$ cat src/rtl/indexed_list_store_unit_macros.svh
// Assertion macros for the indexed list store unit.
// Used by the top level; needs a clock and an active-low reset in scope of each use.
`ifndef INDEXED_LIST_STORE_UNIT_MACROS_SVH
`define INDEXED_LIST_STORE_UNIT_MACROS_SVH

// same-cycle implication, masked during reset
`define ILSU_ASSERT_IMP(lbl, clk, rst_n, ante, cons) \
    lbl: assert property (@(posedge clk) disable iff (!(rst_n)) (ante) |-> (cons)) \
        else $error("ilsu: same-cycle check failed");

// next-cycle implication, masked during reset
`define ILSU_ASSERT_NXT(lbl, clk, rst_n, ante, cons) \
    lbl: assert property (@(posedge clk) disable iff (!(rst_n)) (ante) |=> (cons)) \
        else $error("ilsu: next-cycle check failed");

`endif

$ cat src/rtl/ilsu_pkg.sv
// Package for the indexed list store unit: field widths, request codes, status codes,
// queue entry and sequencer state types. No dependencies.
`timescale 1ns / 1ps

package ilsu_pkg;

    localparam int OP_W     = 3;
    localparam int IDX_W    = 8;
    localparam int VAL_W    = 32;
    localparam int STATUS_W = 2;

    localparam logic [OP_W-1:0] OP_READ      = 3'd0;
    localparam logic [OP_W-1:0] OP_INS_FRONT = 3'd1;
    localparam logic [OP_W-1:0] OP_APPEND    = 3'd2;
    localparam logic [OP_W-1:0] OP_REMOVE    = 3'd3;
    localparam logic [OP_W-1:0] OP_DUMP      = 3'd4;

    localparam logic [STATUS_W-1:0] STATUS_DONE = 2'd0;
    localparam logic [STATUS_W-1:0] STATUS_MISS = 2'd1;
    localparam logic [STATUS_W-1:0] STATUS_FULL = 2'd2;

    localparam logic signed [VAL_W-1:0] MISS_VALUE = -32'sd1;

    typedef enum logic [2:0] {
        CMD_READ,
        CMD_INS_FRONT,
        CMD_APPEND,
        CMD_REMOVE,
        CMD_DUMP,
        CMD_BAD
    } t_cmd;

    typedef struct packed {
        t_cmd                    cmd;
        logic [IDX_W-1:0]        index;
        logic signed [VAL_W-1:0] item_value;
    } t_cmd_entry;

    typedef enum logic [2:0] {
        S_IDLE,
        S_DISPATCH,
        S_WALK,
        S_UNLINK,
        S_APPEND,
        S_DUMP
    } t_state;

endpackage

$ cat src/rtl/ilsu_req_if.sv
// Request channel of the indexed list store unit: valid/ready plus request payload.
// Depends on ilsu_pkg.
`timescale 1ns / 1ps

interface ilsu_req_if;
    import ilsu_pkg::*;

    logic                    valid;
    logic                    ready;
    logic [OP_W-1:0]         opcode;
    logic [IDX_W-1:0]        index;
    logic signed [VAL_W-1:0] item_value;

    modport source (output valid, output opcode, output index, output item_value,
                    input ready);
    modport sink   (input valid, input opcode, input index, input item_value,
                    output ready);
endinterface

$ cat src/rtl/ilsu_rsp_if.sv
// Response channel of the indexed list store unit: valid/ready plus result payload.
// Depends on ilsu_pkg.
`timescale 1ns / 1ps

interface ilsu_rsp_if;
    import ilsu_pkg::*;

    logic                    valid;
    logic                    ready;
    logic [STATUS_W-1:0]     status;
    logic signed [VAL_W-1:0] read_value;
    logic                    last;

    modport source (output valid, output status, output read_value, output last,
                    input ready);
    modport sink   (input valid, input status, input read_value, input last,
                    output ready);
endinterface

$ cat src/rtl/ilsu_ram.sv
// Generic single-write, single-read RAM with registered read data.
// No dependencies.
`timescale 1ns / 1ps

module ilsu_ram #(
    parameter int WIDTH = 32,
    parameter int DEPTH = 32
) (
    input  logic                     i_clk,
    input  logic                     i_wr_en,
    input  logic [$clog2(DEPTH)-1:0] i_wr_addr,
    input  logic [WIDTH-1:0]         i_wr_data,
    input  logic [$clog2(DEPTH)-1:0] i_rd_addr,
    output logic [WIDTH-1:0]         o_rd_data
);
    logic [WIDTH-1:0] r_mem [DEPTH];
    logic [WIDTH-1:0] r_rd_data;

    always_ff @(posedge i_clk) begin
        if (i_wr_en) begin
            r_mem[i_wr_addr] <= i_wr_data;
        end
        r_rd_data <= r_mem[i_rd_addr];
    end

    assign o_rd_data = r_rd_data;
endmodule

$ cat src/rtl/ilsu_front.sv
// Front end: accepts requests, decodes the opcode into a command and queues it
// for the sequencer. Depends on ilsu_pkg and ilsu_req_if.
`timescale 1ns / 1ps

module ilsu_front (
    input  logic                i_clk,
    input  logic                i_rst_n,
    ilsu_req_if.sink            i_req,
    output logic                o_cmd_valid,
    output ilsu_pkg::t_cmd_entry o_cmd,
    input  logic                i_cmd_pop
);
    import ilsu_pkg::*;

    localparam int QDEPTH = 2;
    localparam int QPW    = $clog2(QDEPTH);
    localparam int QCW    = $clog2(QDEPTH + 1);

    t_cmd_entry       r_queue [QDEPTH];
    logic [QPW-1:0]   r_wptr;
    logic [QPW-1:0]   r_rptr;
    logic [QCW-1:0]   r_fill;
    logic [QPW-1:0]   n_wptr;
    logic [QPW-1:0]   n_rptr;
    logic [QCW-1:0]   n_fill;
    logic             push;
    logic             pop;
    t_cmd             dec_cmd;
    t_cmd_entry       push_entry;

    always_comb begin
        unique case (i_req.opcode)
            OP_READ:      dec_cmd = CMD_READ;
            OP_INS_FRONT: dec_cmd = CMD_INS_FRONT;
            OP_APPEND:    dec_cmd = CMD_APPEND;
            OP_REMOVE:    dec_cmd = CMD_REMOVE;
            OP_DUMP:      dec_cmd = CMD_DUMP;
            default:      dec_cmd = CMD_BAD;
        endcase
    end

    assign push_entry = '{cmd: dec_cmd, index: i_req.index, item_value: i_req.item_value};

    assign i_req.ready = (r_fill != QCW'(QDEPTH));
    assign push        = i_req.valid && i_req.ready;
    assign pop         = i_cmd_pop && o_cmd_valid;

    assign o_cmd_valid = (r_fill != '0);
    assign o_cmd       = r_queue[r_rptr];

    always_comb begin
        n_wptr = push ? r_wptr + 1'b1 : r_wptr;
        n_rptr = pop ? r_rptr + 1'b1 : r_rptr;
        n_fill = r_fill;
        if (push && !pop) begin
            n_fill = r_fill + 1'b1;
        end else if (pop && !push) begin
            n_fill = r_fill - 1'b1;
        end
    end

    always_ff @(posedge i_clk) begin
        if (!i_rst_n) begin
            r_wptr <= '0;
            r_rptr <= '0;
            r_fill <= '0;
        end else begin
            r_wptr <= n_wptr;
            r_rptr <= n_rptr;
            r_fill <= n_fill;
        end
    end

    always_ff @(posedge i_clk) begin
        if (push) begin
            r_queue[r_wptr] <= push_entry;
        end
    end
endmodule

$ cat src/rtl/ilsu_back.sv
// Back end: sequencer that carries out queued commands on the linked node pool
// and holds the result register. Depends on ilsu_pkg, ilsu_rsp_if and ilsu_ram.
`timescale 1ns / 1ps

module ilsu_back #(
    parameter int CAPACITY = 32
) (
    input  logic                 i_clk,
    input  logic                 i_rst_n,
    input  logic                 i_cmd_valid,
    input  ilsu_pkg::t_cmd_entry i_cmd,
    output logic                 o_cmd_pop,
    ilsu_rsp_if.source           o_rsp
);
    import ilsu_pkg::*;

    localparam int W  = $clog2(CAPACITY);
    localparam int CW = $clog2(CAPACITY + 1);

    t_state                  r_state, n_state;
    t_cmd                    r_cmd, n_cmd;
    logic [IDX_W-1:0]        r_idx, n_idx;
    logic signed [VAL_W-1:0] r_val, n_val;
    logic [W-1:0]            r_cur, n_cur;
    logic [W-1:0]            r_left, n_left;
    logic [W-1:0]            r_prev, n_prev;
    logic [W-1:0]            r_new, n_new;
    logic [W-1:0]            r_front, n_front;
    logic [W-1:0]            r_back, n_back;
    logic [CW-1:0]           r_count, n_count;
    logic [CAPACITY-1:0]     r_free, n_free;

    logic                    r_rsp_valid;
    logic [STATUS_W-1:0]     r_rsp_status;
    logic signed [VAL_W-1:0] r_rsp_value;
    logic                    r_rsp_last;

    logic                    out_free;
    logic                    idx_miss;
    logic                    is_empty;
    logic                    is_full;
    logic                    walk_done;
    logic                    head_rm;
    logic [CAPACITY-1:0]     free_low;
    logic [CAPACITY-1:0]     cur_bit;
    logic [W-1:0]            new_slot;

    logic [W-1:0]            rd_addr;
    logic signed [VAL_W-1:0] val_rd;
    logic [W-1:0]            lnk_rd;
    logic                    val_wr_en;
    logic [W-1:0]            val_wr_addr;
    logic signed [VAL_W-1:0] val_wr_data;
    logic                    lnk_wr_en;
    logic [W-1:0]            lnk_wr_addr;
    logic [W-1:0]            lnk_wr_data;

    logic                    emit;
    logic [STATUS_W-1:0]     emit_status;
    logic signed [VAL_W-1:0] emit_value;
    logic                    emit_last;

    ilsu_ram #(.WIDTH(VAL_W), .DEPTH(CAPACITY)) u_values (
        .i_clk     (i_clk),
        .i_wr_en   (val_wr_en),
        .i_wr_addr (val_wr_addr),
        .i_wr_data (val_wr_data),
        .i_rd_addr (rd_addr),
        .o_rd_data (val_rd)
    );

    ilsu_ram #(.WIDTH(W), .DEPTH(CAPACITY)) u_links (
        .i_clk     (i_clk),
        .i_wr_en   (lnk_wr_en),
        .i_wr_addr (lnk_wr_addr),
        .i_wr_data (lnk_wr_data),
        .i_rd_addr (rd_addr),
        .o_rd_data (lnk_rd)
    );

    assign out_free  = !r_rsp_valid || o_rsp.ready;
    assign idx_miss  = (r_idx >= IDX_W'(r_count));
    assign is_empty  = (r_count == '0);
    assign is_full   = (r_count == CW'(CAPACITY));
    assign walk_done = (r_left == '0);
    assign head_rm   = (r_idx == '0);
    assign cur_bit   = {{(CAPACITY-1){1'b0}}, 1'b1} << r_cur;

    // lowest free slot: isolate lowest set bit, then encode
    assign free_low = r_free & (~r_free + 1'b1);
    always_comb begin
        new_slot = '0;
        for (int i = 0; i < CAPACITY; i++) begin
            if (free_low[i]) begin
                new_slot = new_slot | W'(i);
            end
        end
    end

    // next state
    always_comb begin
        n_state = r_state;
        unique case (r_state)
            S_IDLE: begin
                if (i_cmd_valid) begin
                    n_state = S_DISPATCH;
                end
            end
            S_DISPATCH: begin
                unique case (r_cmd)
                    CMD_READ, CMD_REMOVE: begin
                        if (!idx_miss) begin
                            n_state = S_WALK;
                        end else if (out_free) begin
                            n_state = S_IDLE;
                        end
                    end
                    CMD_APPEND: begin
                        if (!is_full && !is_empty) begin
                            n_state = S_APPEND;
                        end else if (out_free) begin
                            n_state = S_IDLE;
                        end
                    end
                    CMD_DUMP: begin
                        if (!is_empty) begin
                            n_state = S_DUMP;
                        end else if (out_free) begin
                            n_state = S_IDLE;
                        end
                    end
                    default: begin
                        if (out_free) begin
                            n_state = S_IDLE;
                        end
                    end
                endcase
            end
            S_WALK: begin
                if (walk_done) begin
                    if (r_cmd == CMD_REMOVE && !head_rm) begin
                        n_state = S_UNLINK;
                    end else if (out_free) begin
                        n_state = S_IDLE;
                    end
                end
            end
            S_UNLINK, S_APPEND: begin
                if (out_free) begin
                    n_state = S_IDLE;
                end
            end
            S_DUMP: begin
                if (out_free && walk_done) begin
                    n_state = S_IDLE;
                end
            end
            default: n_state = S_IDLE;
        endcase
    end

    // datapath and outputs
    always_comb begin
        n_cmd       = r_cmd;
        n_idx       = r_idx;
        n_val       = r_val;
        n_left      = r_left;
        n_prev      = r_prev;
        n_new       = r_new;
        n_front     = r_front;
        n_back      = r_back;
        n_count     = r_count;
        n_free      = r_free;
        rd_addr     = r_cur;
        o_cmd_pop   = 1'b0;
        val_wr_en   = 1'b0;
        val_wr_addr = new_slot;
        val_wr_data = r_val;
        lnk_wr_en   = 1'b0;
        lnk_wr_addr = new_slot;
        lnk_wr_data = '0;
        emit        = 1'b0;
        emit_status = STATUS_MISS;
        emit_value  = MISS_VALUE;
        emit_last   = 1'b1;

        unique case (r_state)
            S_IDLE: begin
                o_cmd_pop = i_cmd_valid;
                if (i_cmd_valid) begin
                    n_cmd = i_cmd.cmd;
                    n_idx = i_cmd.index;
                    n_val = i_cmd.item_value;
                end
            end
            S_DISPATCH: begin
                unique case (r_cmd)
                    CMD_READ, CMD_REMOVE: begin
                        if (idx_miss) begin
                            emit = out_free;
                        end else begin
                            rd_addr = r_front;
                            if (r_cmd == CMD_REMOVE && !head_rm) begin
                                n_left = W'(r_idx - 1'b1);
                            end else begin
                                n_left = W'(r_idx);
                            end
                        end
                    end
                    CMD_INS_FRONT: begin
                        if (out_free) begin
                            emit = 1'b1;
                            if (is_full) begin
                                emit_status = STATUS_FULL;
                            end else begin
                                emit_status = STATUS_DONE;
                                emit_value  = '0;
                                val_wr_en   = 1'b1;
                                lnk_wr_en   = 1'b1;
                                lnk_wr_data = is_empty ? '0 : r_front;
                                n_front     = new_slot;
                                if (is_empty) begin
                                    n_back = new_slot;
                                end
                                n_count = r_count + 1'b1;
                                n_free  = r_free & ~free_low;
                            end
                        end
                    end
                    CMD_APPEND: begin
                        if (is_full) begin
                            emit        = out_free;
                            emit_status = STATUS_FULL;
                        end else if (is_empty) begin
                            if (out_free) begin
                                emit        = 1'b1;
                                emit_status = STATUS_DONE;
                                emit_value  = '0;
                                val_wr_en   = 1'b1;
                                lnk_wr_en   = 1'b1;
                                n_front     = new_slot;
                                n_back      = new_slot;
                                n_count     = r_count + 1'b1;
                                n_free      = r_free & ~free_low;
                            end
                        end else begin
                            // new tail node now; old tail is linked in S_APPEND once the output register is free
                            val_wr_en = 1'b1;
                            lnk_wr_en = 1'b1;
                            n_new     = new_slot;
                            n_free    = r_free & ~free_low;
                        end
                    end
                    CMD_DUMP: begin
                        if (is_empty) begin
                            emit = out_free;
                        end else begin
                            rd_addr = r_front;
                            n_left  = W'(r_count - 1'b1);
                        end
                    end
                    default: begin
                        emit = out_free;
                    end
                endcase
            end
            S_WALK: begin
                if (!walk_done) begin
                    rd_addr = lnk_rd;
                    n_left  = r_left - 1'b1;
                end else if (r_cmd == CMD_READ) begin
                    emit        = out_free;
                    emit_status = STATUS_DONE;
                    emit_value  = val_rd;
                end else if (head_rm) begin
                    if (out_free) begin
                        emit        = 1'b1;
                        emit_status = STATUS_DONE;
                        emit_value  = '0;
                        n_front     = lnk_rd;
                        if (r_count == CW'(1)) begin
                            n_back = lnk_rd;
                        end
                        n_count = r_count - 1'b1;
                        n_free  = r_free | cur_bit;
                    end
                end else begin
                    // r_cur is the predecessor; fetch the victim's link
                    n_prev  = r_cur;
                    rd_addr = lnk_rd;
                end
            end
            S_UNLINK: begin
                if (out_free) begin
                    emit        = 1'b1;
                    emit_status = STATUS_DONE;
                    emit_value  = '0;
                    lnk_wr_en   = 1'b1;
                    lnk_wr_addr = r_prev;
                    lnk_wr_data = lnk_rd;
                    if (r_cur == r_back) begin
                        n_back = r_prev;
                    end
                    n_count = r_count - 1'b1;
                    n_free  = r_free | cur_bit;
                end
            end
            S_APPEND: begin
                if (out_free) begin
                    emit        = 1'b1;
                    emit_status = STATUS_DONE;
                    emit_value  = '0;
                    lnk_wr_en   = 1'b1;
                    lnk_wr_addr = r_back;
                    lnk_wr_data = r_new;
                    n_back      = r_new;
                    n_count     = r_count + 1'b1;
                end
            end
            S_DUMP: begin
                if (out_free) begin
                    emit        = 1'b1;
                    emit_status = STATUS_DONE;
                    emit_value  = val_rd;
                    emit_last   = walk_done;
                    if (!walk_done) begin
                        rd_addr = lnk_rd;
                        n_left  = r_left - 1'b1;
                    end
                end
            end
            default: begin
                o_cmd_pop = 1'b0;
            end
        endcase

        n_cur = rd_addr;
    end

    always_ff @(posedge i_clk) begin
        if (!i_rst_n) begin
            r_state     <= S_IDLE;
            r_front     <= '0;
            r_back      <= '0;
            r_count     <= '0;
            r_free      <= '1;
            r_rsp_valid <= 1'b0;
        end else begin
            r_state <= n_state;
            r_front <= n_front;
            r_back  <= n_back;
            r_count <= n_count;
            r_free  <= n_free;
            if (emit) begin
                r_rsp_valid <= 1'b1;
            end else if (o_rsp.ready) begin
                r_rsp_valid <= 1'b0;
            end
        end
    end

    always_ff @(posedge i_clk) begin
        r_cmd  <= n_cmd;
        r_idx  <= n_idx;
        r_val  <= n_val;
        r_cur  <= n_cur;
        r_left <= n_left;
        r_prev <= n_prev;
        r_new  <= n_new;
        if (emit) begin
            r_rsp_status <= emit_status;
            r_rsp_value  <= emit_value;
            r_rsp_last   <= emit_last;
        end
    end

    assign o_rsp.valid      = r_rsp_valid;
    assign o_rsp.status     = r_rsp_status;
    assign o_rsp.read_value = r_rsp_value;
    assign o_rsp.last       = r_rsp_last;
endmodule

$ cat src/rtl/indexed_list_store_unit.sv
// Indexed list store unit: top level joining the request front end and the sequencer.
// Depends on ilsu_pkg, ilsu_req_if, ilsu_rsp_if, ilsu_front, ilsu_back and the macro header.
//
// Keeps an ordered list of up to CAPACITY signed 32-bit values in a pool of node slots
// joined by links held in a registered-read memory. Requests are taken into a two-entry
// queue and carried out one at a time; each produces one result with last set, except a
// dump of a non-empty list, which gives one result per value in list order. Every link
// hop is one read of the link memory. Results wait in an output register, and the queue
// keeps taking requests while one is stalled, until it is full. No clearing pass is
// needed after reset.
`timescale 1ns / 1ps
`include "indexed_list_store_unit_macros.svh"

module indexed_list_store_unit #(
    parameter int CAPACITY = 32
) (
    input  logic        i_clk,
    input  logic        i_rst_n,
    ilsu_req_if.sink    i_req,
    ilsu_rsp_if.source  o_rsp
);
    import ilsu_pkg::*;

    logic       cmd_valid;
    logic       cmd_pop;
    t_cmd_entry cmd;
    logic       rsp_fail;
    logic       rsp_fail_form;

    ilsu_front u_front (
        .i_clk       (i_clk),
        .i_rst_n     (i_rst_n),
        .i_req       (i_req),
        .o_cmd_valid (cmd_valid),
        .o_cmd       (cmd),
        .i_cmd_pop   (cmd_pop)
    );

    ilsu_back #(.CAPACITY(CAPACITY)) u_back (
        .i_clk       (i_clk),
        .i_rst_n     (i_rst_n),
        .i_cmd_valid (cmd_valid),
        .i_cmd       (cmd),
        .o_cmd_pop   (cmd_pop),
        .o_rsp       (o_rsp)
    );

    assign rsp_fail      = o_rsp.valid && (o_rsp.status != STATUS_DONE);
    assign rsp_fail_form = (o_rsp.read_value == MISS_VALUE) && o_rsp.last &&
                           (o_rsp.status == STATUS_MISS || o_rsp.status == STATUS_FULL);

    `ILSU_ASSERT_IMP(a_pop_needs_entry, i_clk, i_rst_n, cmd_pop, cmd_valid)
    `ILSU_ASSERT_NXT(a_one_request_at_a_time, i_clk, i_rst_n, cmd_pop, !cmd_pop)
    `ILSU_ASSERT_IMP(a_full_queue_pending, i_clk, i_rst_n, !i_req.ready, cmd_valid)
    `ILSU_ASSERT_IMP(a_fail_result_form, i_clk, i_rst_n, rsp_fail, rsp_fail_form)
endmodule
$ cat src/flat_wrapper.sv
// flat-port wrapper written by rule: the top's interface ports become plain ports
module indexed_list_store_unit_flat import ilsu_pkg::*;
#(
    parameter int CAPACITY = 32
)
  (i_clk, i_rst_n, i_req_valid, i_req_opcode, i_req_index, i_req_item_value, i_req_ready, o_rsp_valid, o_rsp_status, o_rsp_read_value, o_rsp_last, o_rsp_ready);
  ilsu_req_if i_req_i ();
  ilsu_rsp_if o_rsp_i ();
  input  logic i_clk;
  input  logic i_rst_n;
  input wire logic [$bits(i_req_i.valid)-1:0] i_req_valid;
  input wire logic [$bits(i_req_i.opcode)-1:0] i_req_opcode;
  input wire logic [$bits(i_req_i.index)-1:0] i_req_index;
  input wire logic [$bits(i_req_i.item_value)-1:0] i_req_item_value;
  output wire logic [$bits(i_req_i.ready)-1:0] i_req_ready;
  output wire logic [$bits(o_rsp_i.valid)-1:0] o_rsp_valid;
  output wire logic [$bits(o_rsp_i.status)-1:0] o_rsp_status;
  output wire logic [$bits(o_rsp_i.read_value)-1:0] o_rsp_read_value;
  output wire logic [$bits(o_rsp_i.last)-1:0] o_rsp_last;
  input wire logic [$bits(o_rsp_i.ready)-1:0] o_rsp_ready;
  assign i_req_i.valid = i_req_valid;
  assign i_req_i.opcode = i_req_opcode;
  assign i_req_i.index = i_req_index;
  assign i_req_i.item_value = i_req_item_value;
  assign i_req_ready = i_req_i.ready;
  assign o_rsp_valid = o_rsp_i.valid;
  assign o_rsp_status = o_rsp_i.status;
  assign o_rsp_read_value = o_rsp_i.read_value;
  assign o_rsp_last = o_rsp_i.last;
  assign o_rsp_i.ready = o_rsp_ready;
  indexed_list_store_unit #(.CAPACITY(CAPACITY)) u_core (.i_clk(i_clk), .i_rst_n(i_rst_n), .i_req(i_req_i), .o_rsp(o_rsp_i));
endmodule
$ cat config.mk
export PLATFORM = sky130hd
export DESIGN_NAME = indexed_list_store_unit_flat
export DESIGN_NICKNAME = d
export VERILOG_FILES = /design/src/rtl/ilsu_pkg.sv /design/src/rtl/ilsu_req_if.sv /design/src/rtl/ilsu_rsp_if.sv /design/src/rtl/ilsu_ram.sv /design/src/rtl/ilsu_front.sv /design/src/rtl/ilsu_back.sv /design/src/rtl/indexed_list_store_unit.sv /design/src/flat_wrapper.sv
export VERILOG_INCLUDE_DIRS = /design/src /design/src/rtl
export SDC_FILE = /design/constraint.sdc
export NUM_CORES = 2
export LEC_CHECK = 0
export BUFFER_PORTS_ARGS = -buffer_cell sky130_fd_sc_hd__buf_2
export CORE_ASPECT_RATIO = 0.75
export CORE_MARGIN = 8
export CORE_UTILIZATION = 53
export DETAILED_ROUTE_END_ITERATION = 7
export MAX_ROUTING_LAYER = met4
export PLACE_DENSITY_LB_ADDON = 0.3
export RECOVER_POWER = 100
export REMOVE_ABC_BUFFERS = 1
export SLEW_MARGIN = 20
export SYNTH_ARGS = -nofsm -noshare
export SYNTH_HDL_FRONTEND = slang
export SYNTH_SLANG_ARGS = --single-unit
$ cat constraint.sdc
create_clock -name i_clk -period 12.5 [get_ports i_clk]
set_input_delay 1.25 -clock i_clk [delete_from_list [all_inputs] [get_ports i_clk]]
set_output_delay 1.25 -clock i_clk [all_outputs]
set_load 0.05 [all_outputs]
# ---- After elaboration in Yosys (flattened, before gate mapping)
# Memories as Yosys holds them, arrays and structs flattened. A register that Yosys moved wholly into a read port is not among the register bits.
# Cells that the tools add are included.
# Widths: inputs -> output; s select.
dict set report word_totals {
  output_inout_bits 37
  word_cells 570
  ram_bits 1270
  memories 3
  register_bits 111
}
dict set report op_classes {
  reduce_logical 38
  magnitude_cmp 1
  n_mux 453
  bitwise_logic 5
  eq_ne 44
  addsub 9
  n_shift 1
}
# memory depth word_bits read_ports rd_clocked_by_memory_dff wr line
set mem_list {}
lappend mem_list {u_core.u_back.u_values.r_mem 32 32 1 1 1 ilsu_ram.sv:16} ;# logic [WIDTH-1:0] r_mem [DEPTH];
lappend mem_list {u_core.u_back.u_links.r_mem 32 5 1 1 1 ilsu_ram.sv:16}
lappend mem_list {u_core.u_front.r_queue 2 43 1 1 1 ilsu_front.sv:19} ;# t_cmd_entry r_queue [QDEPTH];
# op n
set ops {}
lappend ops {{$mux 32} 72}
lappend ops {{$mux 5} 164}
lappend ops {{$mux 6} 36}
lappend ops {{$pmux 32 s5} 1}
lappend ops {{$pmux 32 s2} 2}
lappend ops {{$mux 3} 39}
lappend ops {{$pmux 32 s3} 1}
lappend ops {{$mux 2} 40}
lappend ops {{$mux 1} 69}
lappend ops {{$and 32x32->32} 2}
lappend ops {{$not 32->32} 2}
lappend ops {{$pmux 5 s2} 6}
lappend ops {{$pmux 5 s3} 3}
lappend ops {{$add 32x1->32 const B} 1}
lappend ops {{$mux 4} 8}
lappend ops {{$or 32x32->32} 1}
lappend ops {{$shl 1x5->32 const A} 1}
lappend ops {{$ne 2x2->1 const B} 15}
lappend ops {{$pmux 3 s5} 2}
lappend ops {{$ne 3x3->1 const B} 8}
lappend ops {{$pmux 6 s4} 1}
lappend ops {{$pmux 5 s4} 1}
lappend ops {{$eq 3x2->1 const B} 6}
lappend ops {{$reduce_and 9->1} 2}
lappend ops {{42 further kinds} 68}

# ---- Longest topological paths before layout
dict set report depth {
  word_depth 49
  mapped_depth 16
  ltp_nobuf 12
}

# ---- By module
# A second synthesis with hierarchy kept.
dict set report hier_totals {
  cells_unflattened 3540
  area_unflattened_um2 58163.3
}
# module n_inst seq_area_each_um2 area_each_um2 cells_each
set by_module_without_submodules {}
lappend by_module_without_submodules {{ilsu_ram at u_core.u_back.u_values} 1 31390.1 40492.6 2260}
lappend by_module_without_submodules {ilsu_back 1 3933.8 7963.9 842}
lappend by_module_without_submodules {{ilsu_ram at u_core.u_back.u_links} 1 4904.7 6344.8 277}
lappend by_module_without_submodules {ilsu_front 1 2682.6 3362.0 161}

# ---- Worst setup path after synthesis
# OpenSTA, ideal clock, no wires.
dict set report synth_timing {
  path_kind {register -> register}
  startpoint {register u_core.u_back.r_state[0]}
  endpoint {register u_core.u_front.r_fill[1]}
  synth_period_minus_slack_ps 6345
  path_buffers 2
  slack_ps 6155
  required_ps 12424
  arrival_ps 6269
  path_stages_with_launch 8
  setup_ps 76
  cell_sequence {dfxtp_1 clkbuf_1 clkbuf_1 nor4_1 inv_1 ha_1 or3_1 a21boi_0}
}
dict set report synth_between {
  elab_chain_cells 6
  word_cells_on_any_way 8
  cone_classes {mux (2); reduce/logical (6)}
}
# element line
set synth_lines {}
lappend synth_lines {{from (decl)} ilsu_back.sv:20} ;# t_state r_state, n_state;
lappend synth_lines {{from (signal assigned)} ilsu_back.sv:349} ;# r_state <= n_state;
lappend synth_lines {{$logic_not 3->1 (*)} ilsu_back.sv:187} ;# unique case (r_state)
lappend synth_lines {{$mux 1 (*)} ilsu_back.sv:187}
lappend synth_lines {{$logic_and 1x1->1 (*)} ilsu_front.sv:46} ;# assign pop = i_cmd_pop && o_cmd_valid;
lappend synth_lines {{named net u_core.u_front.pop} ilsu_front.sv:27} ;# logic pop;
lappend synth_lines {{$logic_not 1->1} ilsu_front.sv:55} ;# if (push && !pop) begin
lappend synth_lines {{$logic_and 1x1->1} ilsu_front.sv:55}
lappend synth_lines {{$mux 2 / $reduce_bool 2->1 (equally long branches)} --}
lappend synth_lines {{to (signal assigned)} ilsu_front.sv:70} ;# r_fill <= n_fill;
lappend synth_lines {{to (decl)} ilsu_front.sv:22} ;# logic [QCW-1:0] r_fill;
# The timed path passes the listed nets; every way through them passes the cells marked *.
# A chain may end at the register's enable or synchronous reset.

# ---- Final worst setup path
dict set report layout_timing {
  startpoint {register u_core.u_back.r_count[5]}
  endpoint {register u_core.u_back.u_values.r_rd_data[10] (netlist: u_core.u_back.u_values.o_rd_data[10]), read port of u_core.u_back.u_values.r_mem}
}
dict set report layout_between {
  elab_chain_cells 7
  word_cells_on_any_way 11
  cone_classes {order compare (1); mux (9); reduce/logical (1)}
}
# element line
set layout_lines {}
lappend layout_lines {{from (decl)} ilsu_back.sv:30} ;# logic [CW-1:0] r_count, n_count;
lappend layout_lines {{from (signal assigned)} ilsu_back.sv:352} ;# r_count <= n_count;
lappend layout_lines {{$ge 8x6->1 / $logic_not 6->1 (equally long branches)} {ilsu_back.sv:82, ilsu_back.sv:83}}
lappend layout_lines {{$mux 5, on equally long branches} {ilsu_back.sv:199, ilsu_back.sv:255}}
lappend layout_lines {{$mux 5} ilsu_back.sv:197} ;# unique case (r_cmd)
lappend layout_lines {{$mux 5} ilsu_back.sv:187}
lappend layout_lines {{$pmux 5 s2 (*)} ilsu_back.sv:197}
lappend layout_lines {{$mux 5 (*)} ilsu_back.sv:187}
lappend layout_lines {{$pmux 5 s3 (*)} ilsu_back.sv:187}
lappend layout_lines {{to (decl)} ilsu_ram.sv:17} ;# logic [WIDTH-1:0] r_rd_data;
# Every way passes the cells marked *; elsewhere a longest branch is shown, timed or not. The select of a mux whose other input is x is not followed.

==> results.py <==
metrics = {
    "sta": {
        "rsz0062_at_grt": "false",
        "maxSlewViolCount": 1620,
        "setup_tns_ns": 0,
        "hold_slack_ns": 0.493,
        "post-route-period-util": 0.718,
        "fin_crit_ns": 8.98,
        "fin_skew_ns": 0.0251,
        "layout_setup_ws_ns": 3.52,
        "worst_pin_slew_ns": 4.29,
        "max_freq_mhz": 111,
        "hold_viol": 0,
        "relSlewSlack": -1.89,
        "setup_violations": 0,
    },
    "cts": {
        "numCtsBuffers": 139,
        "clock-sinks": 1461,
        "cts_tree": "done",
        "cts_max_path_buffers": 3,
        "clk_pin_slew_ns": 0.06,
        "hold_buffers": 0,
        "htreeDepth": 4,
        "clk_latency_ns": 0.75,
        "post_cts_resize_count": 0,
        "post_cts_buffers": 0,
        "clockRootBuffer": "clkbuf_16",
    },
    "run_status": {
        "violations": "max-capacitance violations, max-slew violations",
        "outcome": "complete, but fails checks",
    },
    "global_route": {
        "grt_max_degree": 170,
        "grt_pass1_wl_mm": 222,
        "antenna_found_initial": 2,
        "first_global_vias": 33682,
        "grt.overflow.total": 0,
        "gr-usage-all-layers": 0.256,
    },
    "power_and_ir_drop": {
        "power_density_nw_per_um2": 217,
        "vdd_drop_max_mv": 0.220,
        "total_power_mw": 13.8,
        "leakage_nw": 21.3,
    },
    "worst_setup_path": {
        "end_kind": "register",
        "crit_required_ns": 13.12,
        "path_class": "register to register",
        "crit_fanout": 127,
        "start_kind": "register",
        "cp.arrival_ns": 9.60,
    },
    "floorplanning": {
        "num_io_pins": 84,
        "initial_core_util": 0.536,
        "die_h_um": 301,
        "num_rows": 104,
        "dieWidth_um": 397,
        "core_um2": 107000,
        "die_area_um2": 120000,
    },
    "synth": {
        "dominantRegCellSynth": "edfxtp_1",
        "syn_area_per_cell_um2": 14.0,
        "synth.distinct_cells": 81,
        "ys_ff_latch": 1461,
        "ys_async_sr_fraction": 0,
        "synth_top_area_share": 0.711,
        "syn-cell-area_um2": 57600,
        "synth_edf_count": 1363,
        "syn_inst": 4112,
        "yosys-top-cells-area": "edfxtp_1 (71%), nand2_1 (5.4%), dfxtp_1 (3.4%)",
        "synth_top_cell_by_area": "edfxtp_1",
        "yosysWarningCount": 0,
        "ys_seq_area_frac": 0.745,
    },
    "placed_design": {
        "port_buffers": 83,
        "dp_slack_ns": 6.04,
        "dp_hpwl_mm": 77.3,
        "finalWeightedCongestion": 0.901,
    },
    "finish": {
        "layout_common_cells": "edfxtp_1 (1363), nand2_1 (822), nor2_1 (228)",
        "utilization": 0.594,
        "post_route_cells_drive_above_1_share": 0.0823,
        "num_antenna_cells": 0,
        "regArea_um2": 42900,
        "final_common_cell": "edfxtp_1",
        "area_delta_synth_final_pct": 10.8,
        "fillers": 8203,
        "multi_input_area_um2": 13800,
        "fin_nets": 4226,
    },
    "detailed_routing": {
        "wl_per_cell_um": 26.7,
        "drt-vias-per-instance": 6.27,
        "dr.pass1.iters": 6,
        "vias": 35798,
        "drt_iter0_drc": 4903,
        "wl_mm": 153,
        "ant_nets": 0,
        "route.detailed.drc": 0,
    },
    "job": {
        "maxCapViolations": 57,
    },
    "hold_path": {
        "hold_class": "register to register",
    },
}
==> routing by layer <==
metal | part of all wire | GRT usage | wire [µm]
met5 | 0 | - | 0
met1 | 0.41 | 0.355 | 62200
met3 | 0.12 | 0.0595 | 17700
met4 | 0.031 | 0.0878 | 4670
met2 | 0.45 | 0.375 | 68000
==> synthesized netlist by cell type (16+ instances only) <==
cell	number
mux2_2	45
o2111ai_1	36
nor4_1	87
edfxtp_1	1363
a21oi_1	198
o22ai_1	81
buf_1	16
o221ai_1	37
buf_2	73
nand2b_1	20
inv_1	28
nor3_1	24
clkbuf_1	159
nor2_1	251
o21ai_0	68
a31oi_1	50
mux2i_1	195
nand2_1	825
and2_1	17
a211oi_1	78
dfxtp_1	98
nand3_1	93
a32oi_1	73
==> flip-flops by register name (all words and copies together), names as in the netlist, 2 cells and up <==
register,count
u_core.u_front.r_queue,86
u_core.u_back.r_left,5
u_core.u_back.u_values.o_rd_data,32
u_core.u_back.o_rsp.read_value,32
u_core.u_back.r_count,6
u_core.u_back.o_rsp.status,2
u_core.u_back.r_prev,5
u_core.u_back.r_front,5
u_core.u_front.r_fill,2
u_core.u_back.r_val,32
u_core.u_back.u_links.o_rd_data,5
u_core.u_back.r_free,32
u_core.u_back.r_cur,5
u_core.u_back.r_cmd,3
u_core.u_back.r_new,5
u_core.u_back.r_back,5
u_core.u_back.r_idx,8
u_core.u_back.u_values.r_mem,1024
u_core.u_back.u_links.r_mem,160
u_core.u_back.r_state,3
==> worst max-delay path: stages, from the launching register on <==
cell       delay (ns)
dfxtp_1          0.48
inv_1            0.08
ha_1             0.31
a2111oi_0        0.41
nand2_1          0.09
a21oi_1          0.58
a2bb2oi_1        0.22
a21oi_4          0.18
clkbuf_1         2.89
inv_8            1.08
clkbuf_1         1.36
nand2_1          0.40
a32oi_1          0.18
o221ai_1         0.32
a211oi_1         0.12
==> power by group <==
group	internal, mW	switching (mW)
Combinational	0.981	2.01
Clock	2.32	1.78
Sequential	6.16	0.578
==> logic make-up after synthesis <==
| family | after synthesis | share of synthesized area |
|---|---|---|
| buffers and inverters | 280 | 0.0200 |
| adders and majority gates | 12 | 0.00261 |
| xor gates and xnor gates | 18 | 0.00274 |
| and+or+nand+nor | 1381 | 0.102 |
| DFF | 1461 | 0.745 |
| muxes | 240 | 0.0427 |
| AOI/OAI and AO/OA | 720 | 0.0848 |
==> cell type report <==
cell class,instances,share of cell area
clock buffer,180,0.0585
tap,1431,0.0281
clock inverter,69,0.00990
sequential,1461,0.672
inverter,30,0.00188
timing repair buffer,164,0.0127
multi-input combinational,2371,0.217
==> through the flow <==
stage	area (µm²)	cells
floorplan	56600	3862
global placement	59800	5456
detailed placement	59800	5456
CTS	64200	5705
global route	63800	5706
finish	63800	5706
==> final timing paths <==
check                           startpoint                                   end  slack [ns]  depth (start not counted)
hold reg to reg   u_core.u_back.r_front[3]              u_core.u_back.r_front[3]        0.49                          2
hold / removal    u_core.u_back.r_front[3]              u_core.u_back.r_front[3]        0.49                          2
setup reg to reg  u_core.u_back.r_count[5]  u_core.u_back.u_values.o_rd_data[10]        3.52                         14
setup / recovery  u_core.u_back.r_count[5]  u_core.u_back.u_values.o_rd_data[10]        3.52                         14
No activity file was read; power rests on OpenSTA's default activity.
